File: src/hw/rtl/rtch_pkg.sv
// Shared types, widths and codes for the ray/triangle closest-hit block.
// Used by rtch_ctrl, rtch_dp and ray_triangle_closest_hit_top; no dependencies.
package rtch_pkg;

   localparam int FRAC_BITS_DEF = 16;

   localparam int COORD_W    = 32;   // vertex, origin and direction coordinates
   localparam int EDGE_W     = 33;   // edge and origin offset vectors
   localparam int PQ_W       = 66;   // cross products p and q
   localparam int LIMB_W     = 33;   // low limb of a cross product
   localparam int MUL_W      = 34;   // multiplier operand width
   localparam int PROD_W     = 2 * MUL_W;
   localparam int ACC_W      = 101;  // det, u, v and t numerators
   localparam int T_W        = 31;
   localparam int TMIN_W     = 17;
   localparam int EPS_W      = 41;
   localparam int MESH_W     = 16;
   localparam int CSR_IDX_W  = 4;
   localparam int CSR_DATA_W = 41;
   localparam int DIV_CNT_W  = 5;
   localparam int DIV_STEPS  = T_W;

   localparam logic [T_W-1:0]    T_SAT       = '1;
   localparam logic [1:0]        AXIS_LAST   = 2'd2;
   localparam logic [EPS_W-1:0]  EPS_RESET   = 41'd28147498;
   localparam logic [TMIN_W-1:0] TMIN_RESET  = 17'd7;
   localparam logic [COORD_W-1:0] DIR_Z_RESET = 32'd65536;

   localparam logic [CSR_IDX_W-1:0] CSR_ORG_X = 4'd0;
   localparam logic [CSR_IDX_W-1:0] CSR_ORG_Y = 4'd1;
   localparam logic [CSR_IDX_W-1:0] CSR_ORG_Z = 4'd2;
   localparam logic [CSR_IDX_W-1:0] CSR_DIR_X = 4'd3;
   localparam logic [CSR_IDX_W-1:0] CSR_DIR_Y = 4'd4;
   localparam logic [CSR_IDX_W-1:0] CSR_DIR_Z = 4'd5;
   localparam logic [CSR_IDX_W-1:0] CSR_EPS   = 4'd6;
   localparam logic [CSR_IDX_W-1:0] CSR_TMIN  = 4'd7;

   typedef enum logic [3:0] {
      ST_IDLE, ST_MUL1, ST_BUBBLE, ST_MUL2, ST_FLUSH, ST_NORM, ST_CHECK, ST_DIV, ST_UPDATE
   } state_type;

   typedef enum logic [2:0] {
      DP_NOP, DP_LOAD, DP_MAC, DP_NORM, DP_CHECK, DP_DIV, DP_UPDATE
   } dp_op_type;

   typedef enum logic [1:0] {ASRC_D, ASRC_S, ASRC_P, ASRC_Q} a_src_type;
   typedef enum logic [1:0] {BSRC_E1, BSRC_E2, BSRC_S, BSRC_D} b_src_type;
   typedef enum logic [2:0] {DST_P, DST_Q, DST_DET, DST_U, DST_V, DST_T} dest_type;

   typedef struct packed {
      dp_op_type op;
      a_src_type a_src;
      logic [1:0] a_idx;
      logic a_hi;
      b_src_type b_src;
      logic [1:0] b_idx;
      logic neg;
      logic clear;
      logic wr;
      dest_type dest;
      logic [1:0] dest_idx;
   } cmd_type;

   typedef struct packed {
      logic reject;
      logic last;
      logic rsp_busy;
   } status_type;

   function automatic logic [1:0] axis_next(input logic [1:0] i);
      logic [1:0] r;
      unique case (i)
         2'd0: r = 2'd1;
         2'd1: r = 2'd2;
         default: r = 2'd0;
      endcase
      return r;
   endfunction

   function automatic logic [1:0] axis_prev(input logic [1:0] i);
      logic [1:0] r;
      unique case (i)
         2'd0: r = 2'd2;
         2'd1: r = 2'd0;
         default: r = 2'd1;
      endcase
      return r;
   endfunction

endpackage

File: src/hw/rtl/rtch_ctrl.sv
// Sequencer of the ray/triangle closest-hit block: walks the multiply steps,
// the checks, the divide and the update. Depends on rtch_pkg.
module rtch_ctrl (
   input  logic                 clock,
   input  logic                 reset,
   input  logic                 req_valid,
   output logic                 req_stall,
   input  rtch_pkg::status_type sts,
   output rtch_pkg::cmd_type    cmd
);

   rtch_pkg::state_type state_ff, state_in;
   logic [1:0] cnt_grp_ff, cnt_grp_in;
   logic [1:0] cnt_idx_ff, cnt_idx_in;
   logic       cnt_bit_ff, cnt_bit_in;
   logic [rtch_pkg::DIV_CNT_W-1:0] cnt_div_ff, cnt_div_in;
   logic       last_mul;

   always_ff @(posedge clock) begin
      if (reset) begin
         state_ff   <= rtch_pkg::ST_IDLE;
         cnt_grp_ff <= '0;
         cnt_idx_ff <= '0;
         cnt_bit_ff <= 1'b0;
         cnt_div_ff <= '0;
      end else begin
         state_ff   <= state_in;
         cnt_grp_ff <= cnt_grp_in;
         cnt_idx_ff <= cnt_idx_in;
         cnt_bit_ff <= cnt_bit_in;
         cnt_div_ff <= cnt_div_in;
      end
   end

   assign req_stall = (state_ff != rtch_pkg::ST_IDLE);
   assign last_mul  = (cnt_idx_ff == rtch_pkg::AXIS_LAST) && cnt_bit_ff;

   always_comb begin
      state_in   = state_ff;
      cnt_grp_in = cnt_grp_ff;
      cnt_idx_in = cnt_idx_ff;
      cnt_bit_in = cnt_bit_ff;
      cnt_div_in = cnt_div_ff;

      cmd.op       = rtch_pkg::DP_NOP;
      cmd.a_src    = rtch_pkg::ASRC_D;
      cmd.a_idx    = cnt_idx_ff;
      cmd.a_hi     = 1'b0;
      cmd.b_src    = rtch_pkg::BSRC_E1;
      cmd.b_idx    = cnt_idx_ff;
      cmd.neg      = 1'b0;
      cmd.clear    = 1'b0;
      cmd.wr       = 1'b0;
      cmd.dest     = rtch_pkg::DST_P;
      cmd.dest_idx = cnt_idx_ff;

      // Step counters advance through terms, then axes, then result groups.
      if (state_ff == rtch_pkg::ST_MUL1 || state_ff == rtch_pkg::ST_MUL2) begin
         if (cnt_bit_ff) begin
            cnt_bit_in = 1'b0;
            if (cnt_idx_ff == rtch_pkg::AXIS_LAST) begin
               cnt_idx_in = 2'd0;
               cnt_grp_in = cnt_grp_ff + 2'd1;
            end else begin
               cnt_idx_in = cnt_idx_ff + 2'd1;
            end
         end else begin
            cnt_bit_in = 1'b1;
         end
      end

      unique case (state_ff)
         rtch_pkg::ST_IDLE: begin
            if (req_valid) begin
               cmd.op     = rtch_pkg::DP_LOAD;
               state_in   = rtch_pkg::ST_MUL1;
               cnt_grp_in = '0;
               cnt_idx_in = '0;
               cnt_bit_in = 1'b0;
            end
         end
         rtch_pkg::ST_MUL1: begin
            // Cross products: each axis is one product minus another.
            cmd.op    = rtch_pkg::DP_MAC;
            cmd.a_idx = cnt_bit_ff ? rtch_pkg::axis_prev(cnt_idx_ff)
                                   : rtch_pkg::axis_next(cnt_idx_ff);
            cmd.b_idx = cnt_bit_ff ? rtch_pkg::axis_next(cnt_idx_ff)
                                   : rtch_pkg::axis_prev(cnt_idx_ff);
            cmd.neg   = cnt_bit_ff;
            cmd.clear = !cnt_bit_ff;
            cmd.wr    = cnt_bit_ff;
            if (cnt_grp_ff == 2'd0) begin
               cmd.a_src = rtch_pkg::ASRC_D;
               cmd.b_src = rtch_pkg::BSRC_E2;
               cmd.dest  = rtch_pkg::DST_P;
            end else begin
               cmd.a_src = rtch_pkg::ASRC_S;
               cmd.b_src = rtch_pkg::BSRC_E1;
               cmd.dest  = rtch_pkg::DST_Q;
            end
            if (cnt_grp_ff == 2'd1 && last_mul) begin
               state_in   = rtch_pkg::ST_BUBBLE;
               cnt_grp_in = '0;
            end
         end
         rtch_pkg::ST_BUBBLE: begin
            state_in = rtch_pkg::ST_MUL2;
         end
         rtch_pkg::ST_MUL2: begin
            // Dot products: each axis takes a low limb and a high limb.
            cmd.op    = rtch_pkg::DP_MAC;
            cmd.a_hi  = cnt_bit_ff;
            cmd.clear = (cnt_idx_ff == 2'd0) && !cnt_bit_ff;
            cmd.wr    = last_mul;
            unique case (cnt_grp_ff)
               2'd0: begin
                  cmd.a_src = rtch_pkg::ASRC_P;
                  cmd.b_src = rtch_pkg::BSRC_E1;
                  cmd.dest  = rtch_pkg::DST_DET;
               end
               2'd1: begin
                  cmd.a_src = rtch_pkg::ASRC_P;
                  cmd.b_src = rtch_pkg::BSRC_S;
                  cmd.dest  = rtch_pkg::DST_U;
               end
               2'd2: begin
                  cmd.a_src = rtch_pkg::ASRC_Q;
                  cmd.b_src = rtch_pkg::BSRC_D;
                  cmd.dest  = rtch_pkg::DST_V;
               end
               default: begin
                  cmd.a_src = rtch_pkg::ASRC_Q;
                  cmd.b_src = rtch_pkg::BSRC_E2;
                  cmd.dest  = rtch_pkg::DST_T;
               end
            endcase
            if (cnt_grp_ff == 2'd3 && last_mul) begin
               state_in = rtch_pkg::ST_FLUSH;
            end
         end
         rtch_pkg::ST_FLUSH: begin
            state_in = rtch_pkg::ST_NORM;
         end
         rtch_pkg::ST_NORM: begin
            cmd.op   = rtch_pkg::DP_NORM;
            state_in = rtch_pkg::ST_CHECK;
         end
         rtch_pkg::ST_CHECK: begin
            cmd.op     = rtch_pkg::DP_CHECK;
            cnt_div_in = '0;
            state_in   = sts.reject ? rtch_pkg::ST_UPDATE : rtch_pkg::ST_DIV;
         end
         rtch_pkg::ST_DIV: begin
            cmd.op     = rtch_pkg::DP_DIV;
            cnt_div_in = cnt_div_ff + rtch_pkg::DIV_CNT_W'(1);
            if (cnt_div_ff == rtch_pkg::DIV_CNT_W'(rtch_pkg::DIV_STEPS - 1)) begin
               state_in = rtch_pkg::ST_UPDATE;
            end
         end
         rtch_pkg::ST_UPDATE: begin
            // A scene result waits here while the previous one is still held.
            if (!(sts.last && sts.rsp_busy)) begin
               cmd.op   = rtch_pkg::DP_UPDATE;
               state_in = rtch_pkg::ST_IDLE;
            end
         end
         default: begin
            state_in = rtch_pkg::ST_IDLE;
         end
      endcase
   end

endmodule

File: config.mk
export PLATFORM = sky130hd
export DESIGN_NAME = rtch_ctrl
export DESIGN_NICKNAME = d
export VERILOG_FILES = /design/src/hw/rtl/rtch_pkg.sv /design/src/hw/rtl/rtch_ctrl.sv
export SDC_FILE = /design/constraint.sdc
export NUM_CORES = 1
export LEC_CHECK = 0
export ABC_AREA = 1
export BUFFER_PORTS_ARGS = -buffer_cell sky130_fd_sc_hd__buf_2
export CORE_AREA = 3 3 54 56
export CTS_CLUSTER_SIZE = 28
export DETAILED_ROUTE_END_ITERATION = 10
export DIE_AREA = 0 0 57 59
export PLACE_DENSITY = 0.83
export SYNTH_ARGS = -nofsm -noshare
export SYNTH_HDL_FRONTEND = slang
export SYNTH_SLANG_ARGS = --single-unit
File: constraint.sdc
create_clock -name clock -period 1.5 [get_ports clock]
set_clock_uncertainty 0.15 [all_clocks]
set_input_delay 0.3 -clock clock [delete_from_list [all_inputs] [get_ports clock]]
set_output_delay 0.3 -clock clock [all_outputs]
set_load 0.005 [all_outputs]
=== Word-level counts from Yosys, hierarchy flattened ===
Cells that the tools add are included.

* Logic and storage cells: 84
* Input bits: 6
* Register bits after elaboration: 14

* Equal/unequal tests: 19
* Mux-type cells: 42
* Reduce and logical (&&, ||, !) cells: 15
* Add/sub/neg operators: 3

{| class="wikitable"
|+ Operator list
! kind !! count
|-
| 4-bit one-hot mux with 9 select lines || 1
|-
| 2-bit two-way mux || 13
|-
| 4-bit two-way mux || 6
|-
| 2-bit one-hot mux with 2 select lines || 5
|-
| 5-bit one-hot mux with 2 select lines || 2
|-
| 3-bit one-hot mux with 6 select lines || 1
|-
| 4-bit by 3-bit == test with 1-bit output, second input constant || 4
|-
| 1-bit two-way mux || 10
|-
| 3-bit one-hot mux with 3 select lines || 1
|-
| 4-bit by 2-bit == test with 1-bit output, second input constant || 2
|-
| 2-bit == test, second input constant || 3
|-
| 3-bit two-way mux || 2
|-
| 2-bit != test, second input constant || 3
|-
| 2-bit one-hot mux with 3 select lines || 1
|-
| 5-bit by 1-bit adder with 5-bit output, second input constant || 1
|-
| 5-bit == test, second input constant || 1
|-
| 1-bit logical AND || 5
|-
| 5-bit AND reduction || 1
|-
| 2-bit by 1-bit adder with 2-bit output, second input constant || 2
|-
| 2-bit by 1-bit == test with 1-bit output, second input constant || 2
|-
| 4-bit by 1-bit == test with 1-bit output, second input constant || 1
|-
| 4-bit == test, second input constant || 1
|-
| 2-bit logical NOT || 2
|-
| 4-bit logical NOT || 1
|-
| other kinds (6) || 8
|}

=== Depth between registers and ports, before layout ===
* Word-level depth: 6
* Depth in mapped cells: 11

=== Worst setup path after synthesis ===
No wires, ideal clock.

* Path type: reg-to-output
* From: reg state_ff[2]
* To: out cmd[5] (netlist name)
* Stages on the path, launching flop included: 6
* Path buffers: 0
* Arrival: 0.998 ns
* Required time: 1.050 ns
* Path slack: 0.052 ns
* Cell sequence: dfxtp_1 nor2_4 nand2_2 nor3_4 nand2_1 o21ai_0

{| class="wikitable"
|+ RTL lines
! element !! line !! text
|-
| start, declared || rtch_ctrl.sv:12 || <nowiki>rtch_pkg::state_type state_ff, state_in;</nowiki>
|-
| start signal, assigned || rtch_ctrl.sv:21 || <nowiki>state_ff <= rtch_pkg::ST_IDLE;</nowiki>
|-
| start signal, assigned || rtch_ctrl.sv:27 || <nowiki>state_ff <= state_in;</nowiki>
|-
| end, declared || rtch_ctrl.sv:9 || <nowiki>output rtch_pkg::cmd_type cmd</nowiki>
|}

==> report_table.html <==
<table>
<tr><th>Metric</th><th>Value</th></tr>
<tr><th colspan="2">Finish</th></tr>
<tr><td>Non-filler cells in the finished layout</td><td>288</td></tr>
<tr><td># fillers</td><td>148</td></tr>
<tr><td>Number of antenna repair diodes</td><td>0</td></tr>
<tr><td>Final cell area excluding filler cells</td><td>approximately 0.0020 mm2</td></tr>
<tr><td>Share of post-route cells with drive strength above 1</td><td>0.5659</td></tr>
<tr><td>Growth of design area from synthesis to finish</td><td>50.47%</td></tr>
<tr><td>Number of nets in the finished design</td><td>about 270</td></tr>
<tr><th colspan="2">Place</th></tr>
<tr><td>HPWL after detailed placement</td><td>2.566 mm</td></tr>
<tr><td>Placed cells</td><td>263</td></tr>
<tr><td>Instance area after placement</td><td>0.001607 mm2</td></tr>
<tr><td>RePlAce Congestion</td><td>0.9038</td></tr>
<tr><td>Number of buffers inserted by port buffering</td><td>26</td></tr>
<tr><th colspan="2">Clocking</th></tr>
<tr><td>Number of buffers inserted by hold repair at cts</td><td>0</td></tr>
<tr><td>Cts bufs inserted</td><td>3</td></tr>
<tr><td># clock sinks</td><td>14</td></tr>
<tr><td>Clock-pin slew reported for the worst setup and hold paths after clock tree synthesis</td><td>roughly 0.11 ns</td></tr>
<tr><td>Root Driver</td><td>clkbuf_4</td></tr>
<tr><td>Clock Latency Late Sink</td><td>0.31 ns</td></tr>
<tr><td>Max Root-Sink Buffers</td><td>2</td></tr>
<tr><td>CTS HTree Levels</td><td>1</td></tr>
<tr><td>CTS tree</td><td>done</td></tr>
<tr><th colspan="2">STA</th></tr>
<tr><td>Worst slack on hold paths</td><td>roughly 0.059 ns</td></tr>
<tr><td>Worst Tran Pin Value</td><td>0.3088 ns</td></tr>
<tr><td>RSZ-0062 raised after global routing</td><td>true</td></tr>
<tr><td>Period minus WS final</td><td>1.934 ns</td></tr>
<tr><td>Post-route clock period utilization</td><td>1.289</td></tr>
<tr><td>Worst path setup slack after routing</td><td>-0.4341 ns</td></tr>
<tr><td>Hold violation total from the final report</td><td>0</td></tr>
<tr><td>Setup-violating endpoint count in the final report</td><td>28</td></tr>
<tr><td>Total negative slack for setup checks</td><td>-7.104 ns</td></tr>
<tr><td>Final max-slew violation count</td><td>0</td></tr>
<tr><td>Worst slew margin</td><td>0.7939</td></tr>
<tr><td>FMAX</td><td>517.0 MHz</td></tr>
<tr><th colspan="2">Critical path</th></tr>
<tr><td>Data arrival, critical path</td><td>about 1.5 ns</td></tr>
<tr><td>Kind of end point of the critical path</td><td>output pin</td></tr>
<tr><td>Setup slack on the worst flop-to-flop path</td><td>-0.25 ns</td></tr>
<tr><td>Critical path data required time</td><td>1.05 ns</td></tr>
<tr><td>Worst Setup Start Kind</td><td>flip-flop</td></tr>
<tr><td>Crit Reg-Reg Endpoint</td><td>state_ff[1]$_SDFFE_PP0P_</td></tr>
<tr><td>Worst reg2reg startpoint</td><td>state_ff[2]$_SDFFE_PP0P_</td></tr>
<tr><td>Highest fanout seen on the critical path</td><td>7</td></tr>
<tr><td>Path type of the worst setup path</td><td>reg2out</td></tr>
<tr><td>Launch point of the worst path</td><td>state_ff[2]$_SDFFE_PP0P_</td></tr>
<tr><td>Logic depth of the worst register-to-register path</td><td>10</td></tr>
<tr><th colspan="2">Drt</th></tr>
<tr><td>Number of design-rule violations left by the first detailed-router iteration</td><td>168</td></tr>
<tr><td>Routed length on met3</td><td>366 um</td></tr>
<tr><td>Ratio of routed vias to standard cells</td><td>between 5 and 6</td></tr>
<tr><td>Vias after detailed routing</td><td>1648</td></tr>
<tr><td>Post-detailed-route wirelength per cell</td><td>16.46 um</td></tr>
<tr><td>ANT nets after route</td><td>0</td></tr>
<tr><td>Routed metal-1 wirelength</td><td>~1.8 mm</td></tr>
<tr><td>Total Wirelength</td><td>4.740 mm</td></tr>
<tr><td>Detailed-router iteration count before antenna repair</td><td>7</td></tr>
<tr><td>Met2 WL</td><td>around 2.3 mm</td></tr>
<tr><td>Drt drc</td><td>0</td></tr>
<tr><td>Highest metal used</td><td>met4</td></tr>
<tr><th colspan="2">Logic synthesis</th></tr>
<tr><td>Count of warnings emitted by yosys</td><td>0</td></tr>
<tr><td>Combined area of all synthesized cells</td><td>0.001324 mm2</td></tr>
<tr><td>Area leader, netlist</td><td>dfxtp_1</td></tr>
<tr><td>Fraction of synthesized cell area taken by the top area cell type</td><td>0.2117</td></tr>
<tr><td>Dominant synthesized flop cell</td><td>dfxtp_1</td></tr>
<tr><td>Top cell types by occurrence after synthesis</td><td>nand2_1, inv_1, nor2_1</td></tr>
<tr><td>Number of flops mapped to enable cells by yosys</td><td>0</td></tr>
<tr><td>Synth cell types</td><td>29</td></tr>
<tr><td>Proportion of synthesized chip area in sequential cells</td><td>0.2117</td></tr>
<tr><td>Synthesized net count</td><td>204</td></tr>
<tr><td>Cell count after synthesis</td><td>191</td></tr>
<tr><td>Cell types occupying the most area after synthesis</td><td>dfxtp_1, nand2_1, ha_1</td></tr>
<tr><td>FFs w/ async S/R, synth</td><td>0</td></tr>
<tr><td>Per-instance average area after synthesis</td><td>roughly 6.9 um2</td></tr>
<tr><td>Total of flip-flops plus latches after synthesis</td><td>14</td></tr>
<tr><td>Most frequent cell after synthesis</td><td>nand2_1</td></tr>
<tr><th colspan="2">Global routing</th></tr>
<tr><td>Via count of the first global-routing pass</td><td>roughly 1400</td></tr>
<tr><td>Largest net degree at the start of global routing</td><td>9</td></tr>
<tr><td>Sum of overflow across all layers after global routing</td><td>0</td></tr>
<tr><td>Number of antenna violations at the first check in global routing</td><td>0</td></tr>
<tr><td>Wire length of the first global-routing pass</td><td>6.272 mm</td></tr>
<tr><td>Global-route usage over all layers</td><td>0.2382</td></tr>
<tr><th colspan="2">Worst hold path</th></tr>
<tr><td>Worst Hold Depth</td><td>2</td></tr>
<tr><td>WHS Endpoint</td><td>state_ff[2]$_SDFFE_PP0P_</td></tr>
<tr><td>Worst min-delay path startpoint</td><td>reset</td></tr>
<tr><td>Worst hold path type</td><td>in2reg</td></tr>
<tr><th colspan="2">Run</th></tr>
<tr><td>Number of max-cap violations</td><td>0</td></tr>
<tr><th colspan="2">Floorplanning</th></tr>
<tr><td>Die H</td><td>59 um</td></tr>
<tr><td>Full die area</td><td>0.003363 mm2</td></tr>
<tr><td>Die width</td><td>57 um</td></tr>
<tr><td>Site row count</td><td>18</td></tr>
<tr><td>Starting Density</td><td>0.5343</td></tr>
<tr><td># IOs</td><td>27</td></tr>
<tr><td>Core box area</td><td>0.002477 mm2</td></tr>
<tr><th colspan="2">Power</th></tr>
<tr><td>Static leakage power</td><td>1.026 nW</td></tr>
<tr><td>Final Power</td><td>0.003222 W</td></tr>
<tr><td>Worst supply voltage drop on vdd</td><td>between 1 and 1.5 mV</td></tr>
<tr><td>Areal power density over the cells</td><td>approximately 1600 mW/mm2</td></tr>
<tr><th colspan="2">Run status</th></tr>
<tr><td>Outcome</td><td>finished, violations left</td></tr>
<tr><td>Failing checks</td><td>setup timing</td></tr>
</table>
layout by cell type, fill, tap and decap left out, types with 2 or more instances in the layout:
| cell | count |
|---|---|
| nand2_1 | 37 |
| buf_4 | 34 |
| buf_2 | 25 |
| inv_1 | 19 |
| nor2_1 | 16 |
| nand3_2 | 10 |
| nand2_4 | 9 |
| nor2_4 | 8 |
| a21oi_1 | 8 |
| buf_6 | 8 |
| nor2_2 | 7 |
| o21ai_0 | 7 |
| nand2_2 | 6 |
| nand3_1 | 6 |
| inv_4 | 5 |
| inv_2 | 5 |
| dfxtp_1 | 5 |
| dfxtp_4 | 5 |
| o21ai_1 | 4 |
| dfxtp_2 | 4 |
| nor3_1 | 3 |
| ha_2 | 3 |
| ha_1 | 3 |
| clkbuf_4 | 3 |
| nor2_8 | 2 |
| nand4_1 | 2 |
critical path, cell delays in order (launching register included):
cell and delay [ns]:
dfxtp_4 0.38, nor2_4 0.20, nand3_2 0.19, o21ai_0 0.25, buf_2 0.16
flip-flops by register name, summed over array words and instances (netlist names):
register    flops
cnt_grp_ff      2
cnt_bit_ff      1
state_ff        4
cnt_idx_ff      2
cnt_div_ff      5
power by group:
group / total [W] / switching (W) / internal, W / leakage (nW)
clock: 0.000294 / 0.000145 / 0.000148 / 0.0210
combinational: 0.00236 / 0.00131 / 0.00105 / 0.885
sequential: 0.000568 / 0.000118 / 0.000450 / 0.119
how the worst max path moves through the flow:
stage	to	slack (ns)	cells after the start
after global placement	cmd[17]	-0.04	5
after CTS	cmd[5]	-0.27	6
after global routing	cmd[2]	-0.48	4
after floorplan	cmd[5]	0.05	5
after detailed placement	cmd[3]	-0.13	5
final	cmd[2]	-0.43	4
repair_timing:
action | 4_1_cts | 5_1_grt
setup buffers | 14 | 8
pin swaps | 10 | 17
gates cloned | 0 | 0
setup endpoints to repair | 25 | 25
resized for setup | 33 | 33
metrics by stage:
stage                       util  worst slack [ns]
after floorplan                -           0.05179
after global placement    0.6485          -0.04086
after detailed placement  0.6485           -0.1304
after CTS                 0.7338           -0.2735
after global routing      0.8040           -0.4834
final                     0.8040           -0.4341
layer usage:
metal  GRT usage  vias to the layer above
met4     0.08940                        0
met2      0.4209                       95
li1            -                      743
met5           0                        -
met1      0.2760                      772
met3     0.06318                       38
final cells by class:
cell class | instances | area (um2) | share of cell area
Timing Repair Buffer | 67 | 470.5 | 0.2362
Clock buffer | 4 | 36.28 | 0.01822
Tap cell | 30 | 37.54 | 0.01884
Inverter | 29 | 121.4 | 0.06093
Multi-Input combinational cell | 144 | 1022 | 0.5132
Sequential cell | 14 | 304.0 | 0.1526
logic make-up after synthesis:
| family | Yosys count | synth area share |
|---|---|---|
| xor gates and xnor gates | 1 | 0.006617 |
| buffers and inverters | 33 | 0.1096 |
| and+or+nand+nor | 111 | 0.5009 |
| DFF | 14 | 0.2117 |
| adders and majority gates | 7 | 0.06616 |
| AOI/OAI and AO/OA | 25 | 0.1049 |
No activity file was read; power rests on OpenSTA's default activity.
